File: src/rtl/base64_encoder_top_defines.svh
// Assertion helpers shared by the encoder RTL.
`ifndef BASE64_ENCODER_TOP_DEFINES_SVH
`define BASE64_ENCODER_TOP_DEFINES_SVH

// Same-cycle implication, disabled while reset is asserted.
`define B64E_ASSERT_IMPL(label, clk, rst_n, ante, cons, msg) \
    label: assert property (@(posedge clk) disable iff (!rst_n) (ante) |-> (cons)) \
        else $error(msg);

// Next-cycle implication, disabled while reset is asserted.
`define B64E_ASSERT_NEXT(label, clk, rst_n, ante, cons, msg) \
    label: assert property (@(posedge clk) disable iff (!rst_n) (ante) |=> (cons)) \
        else $error(msg);

`endif

File: src/rtl/b64e_pkg.sv
package b64e_pkg;

    localparam logic [6:0] PAD_CHAR = 7'h3D;

    typedef struct packed {
        logic [23:0] group;
        logic [1:0]  n_pad;
        logic        fin;
    } t_group;

    function automatic logic [6:0] b64_char(input logic [5:0] v);
        logic [6:0] c;
        if (v < 6'd26) begin
            c = 7'h41 + {1'b0, v};
        end else if (v < 6'd52) begin
            c = 7'h47 + {1'b0, v};
        end else if (v < 6'd62) begin
            c = {1'b0, v} - 7'd4;
        end else if (v == 6'd62) begin
            c = 7'h2B;
        end else begin
            c = 7'h2F;
        end
        return c;
    endfunction

endpackage

File: src/rtl/b64e_if.sv
interface b64e_in_if;
    logic       valid;
    logic       ready;
    logic [7:0] data_byte;
    logic       end_of_message;

    modport source (output valid, output data_byte, output end_of_message, input ready);
    modport sink   (input valid, input data_byte, input end_of_message, output ready);
endinterface

interface b64e_out_if;
    logic       valid;
    logic       ready;
    logic [6:0] out_char;
    logic       last_char;

    modport source (output valid, output out_char, output last_char, input ready);
    modport sink   (input valid, input out_char, input last_char, output ready);
endinterface

File: src/rtl/base64_encoder_top.sv
// Streaming base64 encoder, standard alphabet with '=' padding.
// Input channel i_in: one raw byte per transfer, end_of_message marks the
// final byte of a message. Output channel o_out: one ASCII character per
// transfer, last_char set on the final character of the message.
// Every third byte, or any byte with end_of_message, closes a group that
// yields four characters; a short final group is zero-filled and padded
// with one or two '='.
// The first character of a group passes through the group queue and then the
// output register before it is offered.
// Throughput: one byte per cycle into the group queue while it has room, one
// character per cycle out of the output register while the receiver is ready;
// sustained, the pace is set by the single character output port.
// The front stage keeps pending bytes and stays ready while the group queue
// (QUEUE_DEPTH entries) has room, so it keeps taking bytes while the
// receiver stalls, until the queue fills.
// Reset (synchronous, active low) drops pending bytes and queued groups and
// clears the output valid.
module base64_encoder_top #(
    parameter int QUEUE_DEPTH = 2
) (
    input  logic       i_clk,
    input  logic       i_rst_n,
    b64e_in_if.sink    i_in,
    b64e_out_if.source o_out
);
    import b64e_pkg::*;

    logic   push;
    logic   full;
    logic   q_valid;
    logic   pop;
    t_group push_entry;
    t_group head_entry;

    b64e_front u_front (
        .i_clk   (i_clk),
        .i_rst_n (i_rst_n),
        .i_in    (i_in),
        .i_full  (full),
        .o_push  (push),
        .o_entry (push_entry)
    );

    b64e_queue #(
        .DEPTH (QUEUE_DEPTH)
    ) u_queue (
        .i_clk   (i_clk),
        .i_rst_n (i_rst_n),
        .i_push  (push),
        .i_data  (push_entry),
        .o_full  (full),
        .o_valid (q_valid),
        .o_data  (head_entry),
        .i_pop   (pop)
    );

    b64e_back u_back (
        .i_clk     (i_clk),
        .i_rst_n   (i_rst_n),
        .i_q_valid (q_valid),
        .i_q_data  (head_entry),
        .o_pop     (pop),
        .o_out     (o_out)
    );

endmodule

File: src/rtl/b64e_front.sv
module b64e_front (
    input  logic             i_clk,
    input  logic             i_rst_n,
    b64e_in_if.sink          i_in,
    input  logic             i_full,
    output logic             o_push,
    output b64e_pkg::t_group o_entry
);
    import b64e_pkg::*;

    logic [15:0] r_pend;
    logic [15:0] n_pend;
    logic [1:0]  r_cnt;
    logic [1:0]  n_cnt;
    logic        accept;
    logic        store;

    assign i_in.ready = !i_full;
    assign accept     = i_in.valid && !i_full;
    assign store      = !i_in.end_of_message && (r_cnt < 2'd2);
    assign o_push     = accept && !store;

    always_comb begin
        o_entry.fin = i_in.end_of_message;
        case (r_cnt)
            2'd0: begin
                o_entry.group = {i_in.data_byte, 16'h0000};
                o_entry.n_pad = 2'd2;
            end
            2'd1: begin
                o_entry.group = {r_pend[7:0], i_in.data_byte, 8'h00};
                o_entry.n_pad = 2'd1;
            end
            default: begin
                o_entry.group = {r_pend, i_in.data_byte};
                o_entry.n_pad = 2'd0;
            end
        endcase
    end

    always_comb begin
        n_pend = r_pend;
        n_cnt  = r_cnt;
        if (accept) begin
            if (store) begin
                n_pend = {r_pend[7:0], i_in.data_byte};
                n_cnt  = r_cnt + 2'd1;
            end else begin
                n_pend = '0;
                n_cnt  = '0;
            end
        end
    end

    always_ff @(posedge i_clk) begin
        if (!i_rst_n) begin
            r_pend <= '0;
            r_cnt  <= '0;
        end else begin
            r_pend <= n_pend;
            r_cnt  <= n_cnt;
        end
    end

endmodule

File: src/rtl/b64e_queue.sv
`include "base64_encoder_top_defines.svh"

module b64e_queue #(
    parameter int DEPTH = 2
) (
    input  logic             i_clk,
    input  logic             i_rst_n,
    input  logic             i_push,
    input  b64e_pkg::t_group i_data,
    output logic             o_full,
    output logic             o_valid,
    output b64e_pkg::t_group o_data,
    input  logic             i_pop
);
    import b64e_pkg::*;

    localparam int PW = $clog2(DEPTH);
    localparam int CW = $clog2(DEPTH + 1);

    t_group        r_mem [DEPTH];
    logic [PW-1:0] r_wr;
    logic [PW-1:0] r_rd;
    logic [CW-1:0] r_count;

    assign o_full  = (r_count == CW'(DEPTH));
    assign o_valid = (r_count != '0);
    assign o_data  = r_mem[r_rd];

    always_ff @(posedge i_clk) begin
        if (i_push) begin
            r_mem[r_wr] <= i_data;
        end
    end

    always_ff @(posedge i_clk) begin
        if (!i_rst_n) begin
            r_wr    <= '0;
            r_rd    <= '0;
            r_count <= '0;
        end else begin
            if (i_push) begin
                r_wr <= (r_wr == PW'(DEPTH - 1)) ? '0 : r_wr + 1'b1;
            end
            if (i_pop) begin
                r_rd <= (r_rd == PW'(DEPTH - 1)) ? '0 : r_rd + 1'b1;
            end
            if (i_push && !i_pop) begin
                r_count <= r_count + 1'b1;
            end else if (!i_push && i_pop) begin
                r_count <= r_count - 1'b1;
            end
        end
    end

    `B64E_ASSERT_IMPL(a_no_overflow, i_clk, i_rst_n, i_push, r_count < CW'(DEPTH), "push on full queue")
    `B64E_ASSERT_IMPL(a_no_underflow, i_clk, i_rst_n, i_pop, r_count != '0, "pop on empty queue")

endmodule

File: src/rtl/b64e_back.sv
`include "base64_encoder_top_defines.svh"

module b64e_back (
    input  logic             i_clk,
    input  logic             i_rst_n,
    input  logic             i_q_valid,
    input  b64e_pkg::t_group i_q_data,
    output logic             o_pop,
    b64e_out_if.source       o_out
);
    import b64e_pkg::*;

    logic [1:0] r_idx;
    logic       r_out_valid;
    logic [6:0] r_out_char;
    logic       r_out_last;
    logic       load;
    logic       pad;
    logic [5:0] sextet;
    logic [6:0] n_char;

    assign load  = i_q_valid && (!r_out_valid || o_out.ready);
    assign o_pop = load && (r_idx == 2'd3);

    assign pad = ((r_idx == 2'd3) && (i_q_data.n_pad != 2'd0))
              || ((r_idx == 2'd2) && (i_q_data.n_pad == 2'd2));

    always_comb begin
        case (r_idx)
            2'd0:    sextet = i_q_data.group[23:18];
            2'd1:    sextet = i_q_data.group[17:12];
            2'd2:    sextet = i_q_data.group[11:6];
            default: sextet = i_q_data.group[5:0];
        endcase
        n_char = pad ? PAD_CHAR : b64_char(sextet);
    end

    always_ff @(posedge i_clk) begin
        if (load) begin
            r_out_char <= n_char;
            r_out_last <= (r_idx == 2'd3) && i_q_data.fin;
        end
    end

    always_ff @(posedge i_clk) begin
        if (!i_rst_n) begin
            r_idx       <= '0;
            r_out_valid <= 1'b0;
        end else begin
            if (load) begin
                r_idx       <= r_idx + 2'd1;
                r_out_valid <= 1'b1;
            end else if (o_out.ready) begin
                r_out_valid <= 1'b0;
            end
        end
    end

    assign o_out.valid     = r_out_valid;
    assign o_out.out_char  = r_out_char;
    assign o_out.last_char = r_out_last;

    `B64E_ASSERT_IMPL(a_last_wraps, i_clk, i_rst_n, r_out_valid && r_out_last, r_idx == 2'd0, "last char not at group end")
    `B64E_ASSERT_IMPL(a_double_pad, i_clk, i_rst_n, r_out_valid && (r_out_char == PAD_CHAR) && !r_out_last, i_q_valid && (r_idx == 2'd3), "first pad without second")

endmodule
File: src/flat_wrapper.sv
// flat-port wrapper written by rule: the top's interface ports become plain ports
module base64_encoder_top_flat import b64e_pkg::*;
#(
    parameter int QUEUE_DEPTH = 2
)
  (i_clk, i_rst_n, i_in_valid, i_in_data_byte, i_in_end_of_message, i_in_ready, o_out_valid, o_out_out_char, o_out_last_char, o_out_ready);
  b64e_in_if i_in_i ();
  b64e_out_if o_out_i ();
  input  logic i_clk;
  input  logic i_rst_n;
  input wire logic [$bits(i_in_i.valid)-1:0] i_in_valid;
  input wire logic [$bits(i_in_i.data_byte)-1:0] i_in_data_byte;
  input wire logic [$bits(i_in_i.end_of_message)-1:0] i_in_end_of_message;
  output wire logic [$bits(i_in_i.ready)-1:0] i_in_ready;
  output wire logic [$bits(o_out_i.valid)-1:0] o_out_valid;
  output wire logic [$bits(o_out_i.out_char)-1:0] o_out_out_char;
  output wire logic [$bits(o_out_i.last_char)-1:0] o_out_last_char;
  input wire logic [$bits(o_out_i.ready)-1:0] o_out_ready;
  assign i_in_i.valid = i_in_valid;
  assign i_in_i.data_byte = i_in_data_byte;
  assign i_in_i.end_of_message = i_in_end_of_message;
  assign i_in_ready = i_in_i.ready;
  assign o_out_valid = o_out_i.valid;
  assign o_out_out_char = o_out_i.out_char;
  assign o_out_last_char = o_out_i.last_char;
  assign o_out_i.ready = o_out_ready;
  base64_encoder_top #(.QUEUE_DEPTH(QUEUE_DEPTH)) u_core (.i_clk(i_clk), .i_rst_n(i_rst_n), .i_in(i_in_i), .o_out(o_out_i));
endmodule
File: config.mk
export PLATFORM = sky130hd
export DESIGN_NAME = base64_encoder_top_flat
export DESIGN_NICKNAME = d
export VERILOG_FILES = /design/src/rtl/b64e_pkg.sv /design/src/rtl/b64e_if.sv /design/src/rtl/base64_encoder_top.sv /design/src/rtl/b64e_front.sv /design/src/rtl/b64e_queue.sv /design/src/rtl/b64e_back.sv /design/src/flat_wrapper.sv
export VERILOG_INCLUDE_DIRS = /design/src /design/src/rtl
export SDC_FILE = /design/constraint.sdc
export NUM_CORES = 1
export LEC_CHECK = 0
export BUFFER_PORTS_ARGS = -buffer_cell sky130_fd_sc_hd__buf_2
export CAP_MARGIN = 30
export CORE_ASPECT_RATIO = 0.75
export CORE_MARGIN = 2
export CORE_UTILIZATION = 60
export CTS_BUF_LIST = sky130_fd_sc_hd__clkbuf_2 sky130_fd_sc_hd__clkbuf_4 sky130_fd_sc_hd__clkbuf_8
export CTS_CLUSTER_DIAMETER = 150
export DETAILED_ROUTE_END_ITERATION = 16
export GPL_ROUTABILITY_DRIVEN = 0
export PLACE_DENSITY = 0.79
export SYNTH_ARGS = -nofsm -noshare
export SYNTH_HDL_FRONTEND = slang
export SYNTH_HIERARCHICAL = 1
export SYNTH_SLANG_ARGS = --single-unit
export TNS_END_PERCENT = 50
File: constraint.sdc
create_clock -name i_clk -period 8.1 [get_ports i_clk]
set_clock_uncertainty 0.15 [all_clocks]
set_input_delay 1.62 -clock i_clk [delete_from_list [all_inputs] [get_ports i_clk]]
set_output_delay 1.62 -clock i_clk [all_outputs]
set_load 0.05 [all_outputs]
==> results_dict.tcl, run 1 <==
set metrics [dict create \
    status "finished, final reports clean" \
    yosysMostFrequentCell "edfxtp_1" \
    cp.arrival_ns 3.91 \
    ctsLongestPathBuffers 2 \
    clock-root-buffer "clkbuf_8" \
    core_mm2 0.006766 \
    synthesis.area_mm2 0.004175 \
    routed_wl_um 8182 \
    io_pins 23 \
    numCtsBuffers 9 \
    die-area_mm2 0.007649 \
    tightest_slew_ns 0.8715 \
    crit_required_ns 8.06 \
    slew_headroom_pct 41.90 \
    crit_slowest_cell "dfxtp_1" \
    ys_warn_count 6 \
    grt_pass1_wl_um 13190 \
    drt_iter0_markers 268 \
    place_hpwl_um 5493 \
    grt_max_degree 28 \
    synth_common_cells "edfxtp_1 (62), mux2_2 (32), nand2_1 (29)" \
    cp_max_fo 15 \
    cp_top_family "compound AO/OA/AOI/OAI gates" \
    fin_crit_ns 3.950 \
    synth_cells 335 \
    rsz0062_at_grt "false" \
    setup_ws_ns 4.150 \
    htreeDepth 3 \
    postCtsHoldBufs 0 \
    cp-end-kind "flop" \
    power_density_mw_per_mm2 247.6 \
    drv_slew 0 \
    cts_tree "done" \
    layout.nets 383 \
    synth_edf_count 62 \
    placed_area_mm2 0.004312 \
    drive_gt1_share_pct 22.87 \
    grt_usage_pct 22.89 \
    slowest_delay_ns 0.67 \
    drt_pass1_iterations 5 \
    hold_violations 0 \
    synth_largest_area_cell "edfxtp_1" \
    synth-async-reset-ratio_pct 0 \
    initial_core_util_pct 61.70 \
    die_w_um 100.3 \
    num_antenna_cells 0 \
    postSynthAreaPerCell_um2 12.46 \
    min_period_over_period_pct 48.77 \
    synthDistinctLibCells 53 \
    p_leak_nw 1.681 \
    synth_top_area_share_pct 44.59 \
    critical_path_class "reg2reg" \
    cp_num_buf_inv 3 \
    overflow 0 \
    ys_seq_area_share_pct 57.06 \
    final_antenna_net_count 0 \
    rows 26 \
    first_global_vias 2552 \
    hp-class "reg2reg" \
    ir_drop_mv 0.1425 \
    place_ws_ns 4.236 \
    synth_nets 360 \
    viasPerCell 6.103 \
    die_h_um 76.25 \
    io_buffer_count 22 \
    setup_violations 0 \
    crit_path_start_kind "flop" \
    area_growth_pct 8.660 \
    vias 2728 \
    clk_pin_slew_ns 0.08 \
    antenna_found_initial 0 \
    drcViolationCount 0 \
    clock-sinks 88 \
    synth_seq_cells 88 \
    max_freq_mhz 253.1 \
    synthFlopType "edfxtp_1" \
    drv_cap 0 \
    tns_ns 0 \
    ys_top_cells_by_area "edfxtp_1 (45%), dfxtp_1 (12%), mux2_2 (8.6%), a22o_1 (3.8%), ha_1 (3.6%)" \
    routedWlPerCell_um 18.30 \
    cts_resized 0 \
    finish.instance_area_mm2 0.004537 \
    cts_setup_buffers 0 \
    total_power_mw 1.123 \
    finish.utilization_pct 67.05 \
    clock_latency_ns 0.36 \
    path_cells "buf_4, mux2_2, a222oi_1, mux2_2, inv_1, ha_1, inv_1, o21ai_1, o32a_1, a221o_1" \
]
==> logic make-up after synthesis <==
| kind of cell | Yosys count | share of synthesized area (%) |
|---|---|---|
| flops | 88 | 57.06 |
| mux | 32 | 8.631 |
| buf+inv | 32 | 4.105 |
| xor+xnor | 6 | 1.259 |
| fa+ha+maj | 12 | 3.596 |
| simple gates | 86 | 10.70 |
| compound gates | 79 | 14.65 |
==> per-layer routing <==
layer,vias to the layer above,part of all wire [%],track usage [%]
met1,1287,46,33.77
met4,0,1.7,7.534
met2,122,45,32.55
met5,-,0,0
li1,1302,-,-
met3,17,7.1,6.789
==> area by class of cell <==
| type | instances | area, um^2 |
|---|---|---|
| clock buffer | 12 | 146.4 |
| clock inverter | 4 | 71.32 |
| fill | 501 | 2230 |
| inverter | 18 | 67.56 |
| multi-input combinational | 215 | 1624 |
| sequential | 88 | 2382 |
| tap | 84 | 105.1 |
| timing repair buffer | 26 | 140.1 |
==> stage by stage <==
step           hold WS (ns)  cells
2_1_floorplan        0.2920    335
3_3_place_gp         0.3078    430
3_5_place_dp         0.3050    430
4_1_cts              0.3332    446
5_1_grt              0.3520    447
6_report             0.3330    447
==> where the power goes <==
group / total, mW / internal [mW] / leakage, nW / switching, mW
Combinational: 0.260 / 0.0923 / 0.779 / 0.168
Sequential: 0.530 / 0.518 / 0.788 / 0.0112
Clock: 0.334 / 0.184 / 0.115 / 0.150
Total: 1.12 / 0.795 / 1.68 / 0.329
==> placed cells by master, fill, tap and decap left out, types with 4 or more instances in the layout <==
master / count
a222oi_1: 4
buf_4: 4
edfxtp_1: 62
a22o_1: 18
nand2b_1: 10
a22oi_1: 11
inv_1: 16
clkbuf_8: 9
and2_1: 15
xnor2_1: 4
ha_1: 12
nor2b_1: 6
nand2_1: 29
buf_2: 22
o21ai_0: 11
a21oi_1: 6
mux2_2: 32
nor3_1: 6
dfxtp_1: 26
nor2_1: 8
==> path summary, 6_finish.rpt <==
kind | cells after the start | slack (ns) | startpoint | to
max reg2reg | 10 | 4.15 | flop | u_core/u_back/o_out.out_char[2]
min | 1 | 0.33 | u_core/u_front/r_pend[9] | u_core/u_front/r_pend[9]
max | 10 | 4.15 | flop | u_core/u_back/o_out.out_char[2]
min reg2reg | 1 | 0.33 | u_core/u_front/r_pend[9] | u_core/u_front/r_pend[9]
==> flip-flops by register name, indices dropped and copies added, names as in the netlist, named ones only <==
register,flops
u_core/u_back/o_out.last_char,1
u_core/u_queue/r_mem,54
u_core/u_back/o_out.out_char,7
u_core/u_queue/r_rd,1
u_core/u_front/r_pend,16
u_core/u_queue/r_count,2
u_core/u_front/r_cnt,2
u_core/u_back/o_out.valid,1
u_core/u_queue/r_wr,1
u_core/u_back/r_idx,2
Power figures use the tool's default switching activity.
==> inputs of run 2 (changes only) <==
--- a/config.mk
+++ b/config.mk
@@ -10,12 +10,12 @@
 export CAP_MARGIN = 30
 export CORE_ASPECT_RATIO = 0.75
 export CORE_MARGIN = 2
-export CORE_UTILIZATION = 60
+export CORE_UTILIZATION = 57
 export CTS_BUF_LIST = sky130_fd_sc_hd__clkbuf_2 sky130_fd_sc_hd__clkbuf_4 sky130_fd_sc_hd__clkbuf_8
 export CTS_CLUSTER_DIAMETER = 150
 export DETAILED_ROUTE_END_ITERATION = 16
 export GPL_ROUTABILITY_DRIVEN = 0
-export PLACE_DENSITY = 0.79
+export PLACE_DENSITY = 0.78
 export SYNTH_ARGS = -nofsm -noshare
 export SYNTH_HDL_FRONTEND = slang
 export SYNTH_HIERARCHICAL = 1
==> constraint.sdc (replaced) <==
create_clock -name i_clk -period 3.5 [get_ports i_clk]
set_clock_uncertainty 0.15 [all_clocks]
set_input_delay 0.7 -clock i_clk [delete_from_list [all_inputs] [get_ports i_clk]]
set_output_delay 0.7 -clock i_clk [all_outputs]
set_load 0.05 [all_outputs]
==> run 2 against run 1 <==
Wire length shrank 5.1%. Combinational power rose by 140%. Flip-flop and latch count unchanged. Final area grew 0.91%. Sequential power is 130% higher. Maximum frequency rose by 21%. Non-clock buffer count up 7. Sequential share of layout area is 0.47 points lower. Die area increased by 5.0%. Clock power is 93% higher. Register-to-register slack worse by 3.9 ns. Global-route usage is 1.7 points lower. Critical path type unchanged. Largest cell class unchanged.
==> results_dict.tcl, run 2 (synthesized netlist as in run 1, its figures left out) <==
set metrics [dict create \
    status "finished, final reports clean" \
    setup_violations 0 \
    mostFrequentLayoutCell "edfxtp_1" \
    grt_usage_pct 21.22 \
    p_leak_nw 1.688 \
    drt_pass1_iterations 6 \
    switching_share_pct 30.75 \
    grt_pass1_wl_um 13100 \
    die-area_mm2 0.008033 \
    numCtsBuffers 9 \
    critical_path_class "reg2reg" \
    p_switching_mw 0.7635 \
    total_power_mw 2.483 \
    power_density_mw_per_mm2 542.4 \
    postCtsHoldBufs 0 \
    final_cell_mix "edfxtp_1 (62), mux2_2 (32), nand2_1 (29)" \
    routedWlPerCell_um 16.60 \
    clock_latency_ns 0.35 \
    viasPerCell 5.782 \
    drv_cap 0 \
    placed_area_mm2 0.004382 \
    cp.arrival_ns 3.22 \
    max_freq_mhz 306.6 \
    clk_pin_slew_ns 0.08 \
    area_growth_pct 9.649 \
    drt_iter0_markers 230 \
    die_w_um 102.8 \
    finish.utilization_pct 65.76 \
    fin_crit_ns 3.262 \
    die_h_um 78.12 \
    cp-end-kind "flop" \
    drive_gt1_share_pct 24.32 \
    min_period_over_period_pct 93.20 \
    rows 26 \
    cp_max_fo 19 \
    first_global_vias 2635 \
    io_buffer_count 22 \
    n_fill_cell 548 \
    io_pins 23 \
    core_mm2 0.006962 \
    layout.nets 390 \
    rsz0062_at_grt "false" \
    ctsLongestPathBuffers 2 \
    tightest_slew_ns 0.9431 \
    pwr-share-clk_pct 25.9 \
    hold_violations 0 \
    final_antenna_net_count 0 \
    holdWs_ns 0.3350 \
    antenna_found_initial 0 \
    clock-sinks 88 \
    crit_required_ns 3.46 \
    tns_ns 0 \
    drcViolationCount 0 \
    hp-class "reg2reg" \
    setup_ws_ns 0.2380 \
    initial_core_util_pct 59.97 \
    p_int_mw 1.720 \
    combPwrFrac_pct 24.8 \
    stdcell_count 468 \
    top_register "u_core/u_queue/r_mem" \
    crit_path_start_kind "flop" \
    overflow 0 \
    placedCellCount 451 \
    p_seq_share_pct 49.3 \
    num_antenna_cells 0 \
    cts_tree "done" \
    routed_wl_um 7767 \
    largest_reg_flops 54 \
    place_hpwl_um 5508 \
    vias 2706 \
    finish.instance_area_mm2 0.004578 \
    grt_max_degree 28 \
    ir_drop_mv 0.3466 \
    clock-root-buffer "clkbuf_8" \
    slew_headroom_pct 36.90 \
    htreeDepth 3 \
    place_ws_ns 0.2249 \
    drv_slew 0 \
]
==> run 2: cell types whose count changed in the layout (fill, tap and decap cells not counted), sizes merged <==
cell and change:
clkinvlp +3, bufinv -2, buf +7, clkbuf -1
==> run 2: per-layer routing <==
layer	up-vias	track usage [%]	part of all wire, %
li1	1316	-	-
met1	1297	30.17	47
met2	86	32.29	47
met3	7	5.610	5.2
met4	0	6.053	0.95
met5	-	0	0
==> run 2: cell type report <==
class	count	area [um^2]	area share (%)
clock inverters	5	40.04	0.8746
repair buffers	33	196.4	4.291
multi-input cells	215	1624	35.47
inverters	18	67.56	1.476
clock buffers	11	145.1	3.170
flip-flops and latches	88	2382	52.04
well taps	98	122.6	2.678
==> run 2: critical path, cell delays in order (launching register included) <==
cell,delay (ns)
dfxtp_1,0.44
buf_6,0.24
mux2_2,0.35
a22o_1,0.28
o22ai_4,0.26
inv_2,0.16
ha_1,0.31
inv_1,0.13
o21ai_1,0.16
o32a_1,0.20
a221o_1,0.33
==> run 2: what timing repair did <==
| item | 4_1_cts | 5_1_grt |
|---|---|---|
| endpoints found under the hold margin | 0 | 0 |
| setup endpoints to repair | 0 | 1 |
| buffers inserted | 0 | 1 |
| resized for setup | 0 | 1 |
==> run 2: power by group through the flow <==
stage | clock network, mW | logic (mW) | registers (mW)
after global placement | 0 | 0.587 | 1.25
final | 0.643 | 0.616 | 1.22
after detailed placement | 0 | 0.600 | 1.25
after CTS | 0.665 | 0.604 | 1.22
after global routing | 0.702 | 0.676 | 1.23
after floorplan | 0 | 0.387 | 1.32
==> run 2: final timing paths <==
path                            cells past startpoint  slack (ns)                       from                         endpoint
worst max-delay path                               10        0.24                       flop  u_core/u_back/o_out.out_char[2]
worst min-delay path                                1        0.34  u_core/u_front/r_pend[11]        u_core/u_front/r_pend[11]
worst max register to register                     10        0.24                       flop  u_core/u_back/o_out.out_char[2]
worst min register to register                      1        0.34  u_core/u_front/r_pend[11]        u_core/u_front/r_pend[11]
==> inputs of run 3 (changes only) <==
--- a/config.mk
+++ b/config.mk
@@ -10,12 +10,13 @@
 export CAP_MARGIN = 30
 export CORE_ASPECT_RATIO = 0.75
 export CORE_MARGIN = 2
-export CORE_UTILIZATION = 57
+export CORE_UTILIZATION = 60
 export CTS_BUF_LIST = sky130_fd_sc_hd__clkbuf_2 sky130_fd_sc_hd__clkbuf_4 sky130_fd_sc_hd__clkbuf_8
 export CTS_CLUSTER_DIAMETER = 150
 export DETAILED_ROUTE_END_ITERATION = 16
 export GPL_ROUTABILITY_DRIVEN = 0
-export PLACE_DENSITY = 0.78
+export PLACE_DENSITY = 0.79
+export SETUP_SLACK_MARGIN = 0.05
 export SYNTH_ARGS = -nofsm -noshare
 export SYNTH_HDL_FRONTEND = slang
 export SYNTH_HIERARCHICAL = 1
==> constraint.sdc (replaced) <==
create_clock -name i_clk -period 4.2 [get_ports i_clk]
set_clock_uncertainty 0.15 [all_clocks]
set_input_delay 0.84 -clock i_clk [delete_from_list [all_inputs] [get_ports i_clk]]
set_output_delay 0.84 -clock i_clk [all_outputs]
set_load 0.05 [all_outputs]
==> run 3 against run 2 <==
Register-to-register slack better by 0.48 ns. Hold slack worse by 0.0028 ns. Core utilization is 0.71 points higher. Non-clock buffer count is 7 lower. Highest routed layer unchanged. Critical path type unchanged. Count of clock-buffer cells in the layout is 1 higher. Flip-flop and latch count stayed put. Sequential power is 16% lower. Clock power is 18% lower. Global-route usage is 1.3 points higher. Largest power group unchanged. Die area is 4.8% lower. Setup slack better by 0.48 ns.
==> results_dict.tcl, run 3 (synthesized netlist as in run 1, its figures left out) <==
set metrics [dict create \
    crit_path_start_kind "flop" \
    clock-root-buffer "clkbuf_8" \
    htreeDepth 3 \
    postCtsHoldBufs 0 \
    area_growth_pct 7.731 \
    drcViolationCount 0 \
    largest_reg_flops 54 \
    io_pins 23 \
    grt_usage_pct 22.50 \
    numCtsBuffers 9 \
    die-area_mm2 0.007649 \
    hp-class "reg2reg" \
    viasPerCell 6.145 \
    num_antenna_cells 0 \
    drt_pass1_iterations 5 \
    overflow 0 \
    layout.nets 383 \
    clk_pin_slew_ns 0.08 \
    drt_iter0_markers 200 \
    drv_cap 0 \
    die_h_um 76.25 \
    grt_pass1_wl_um 13120 \
    stdcell_count 447 \
    initial_core_util_pct 61.70 \
    cp_max_fo 15 \
    cp_top_family "compound AO/OA/AOI/OAI gates" \
    place_hpwl_um 5479 \
    drive_gt1_share_pct 22.87 \
    mostFrequentLayoutCell "edfxtp_1" \
    rsz0062_at_grt "false" \
    ctsLongestPathBuffers 2 \
    setup_violations 0 \
    cp.arrival_ns 3.44 \
    core_mm2 0.006766 \
    critical_path_class "reg2reg" \
    slew_headroom_pct 32.16 \
    crit_slowest_cell "a222oi_1" \
    rows 26 \
    cts_setup_buffers 0 \
    placedCellCount 431 \
    drv_slew 0 \
    groute.layer.met1.usage_pct 32.90 \
    routedWlPerCell_um 17.56 \
    p_leak_nw 1.665 \
    cp_num_buf_inv 3 \
    busiest_layer "met1" \
    first_global_vias 2537 \
    cp-end-kind "flop" \
    cts_resized 0 \
    ir_drop_mv 0.2440 \
    antenna_found_initial 0 \
    vias 2747 \
    final_cell_mix "edfxtp_1 (62), mux2_2 (32), nand2_1 (29)" \
    tns_ns 0 \
    setup_ws_ns 0.7187 \
    place_ws_ns 0.8207 \
    min_period_over_period_pct 82.89 \
    top_register "u_core/u_queue/r_mem" \
    grt_use_met2_pct 32.75 \
    tightest_slew_ns 1.014 \
    status "finished, final reports clean" \
    clock-sinks 88 \
    power_density_mw_per_mm2 453.8 \
    fin_crit_ns 3.481 \
    crit_required_ns 4.16 \
    max_freq_mhz 287.3 \
    path_cells "buf_4, mux2_2, a222oi_1, mux2_2, inv_1, ha_1, inv_1, o21ai_1, o32a_1, a221o_1" \
    use_met3_pct 6.514 \
    clock_latency_ns 0.35 \
    hold_violations 0 \
    final_antenna_net_count 0 \
    grt_max_degree 28 \
    io_buffer_count 22 \
    routed_wl_um 7850 \
    cts_tree "done" \
    slowest_delay_ns 0.52 \
    die_w_um 100.3 \
    hp-start "u_core/u_front/r_pend[9]" \
]
==> run 3: cell types whose count changed in the layout (fill, tap and decap cells not counted), sizes merged <==
cell,change
buf,-7
clkbuf,+1
clkinvlp,-3
inv,+2
==> run 3: final cells by class <==
| cell class | count | area (um^2) |
|---|---|---|
| Clock buffer | 12 | 152.6 |
| Clock inverter | 4 | 26.28 |
| Fill cell | 517 | 2268 |
| Inverter | 18 | 67.56 |
| Multi-Input combinational cell | 215 | 1624 |
| Sequential cell | 88 | 2382 |
| Tap cell | 84 | 105.1 |
| Timing Repair Buffer | 26 | 140.1 |
==> run 3: layer usage <==
metal  wire length [um]  vias to the layer above
li1                   -                     1304
met1               3522                     1317
met2               3660                      116
met3                573                       10
met4                 95                        0
met5                  0                        -
==> run 3: path summary, 6_finish.rpt <==
check	endpoint	slack [ns]	depth (start not counted)
min	u_core/u_front/r_pend[9]	0.33	1
min reg2reg	u_core/u_front/r_pend[9]	0.33	1
max reg2reg	u_core/u_back/o_out.out_char[2]	0.72	10
max	u_core/u_back/o_out.out_char[2]	0.72	10
==> run 3: metrics by stage <==
stage	utilization [%]	area (um^2)	hold slack (ns)	power (mW)
2_1_floorplan	-	4175	0.2920	1.421
3_3_place_gp	63.83	4319	0.3075	1.509
3_5_place_dp	63.83	4319	0.3052	1.522
4_1_cts	66.48	4498	0.3348	2.048
5_1_grt	66.48	4498	0.3593	2.142
6_report	66.48	4498	0.3322	2.041
==> run 3: report_power, final <==
group          internal, mW  switching (mW)  total (mW)
Combinational         0.176           0.317       0.494
Clock                 0.246           0.280       0.527
Sequential             1.00          0.0208        1.02
Total                  1.42           0.618        2.04
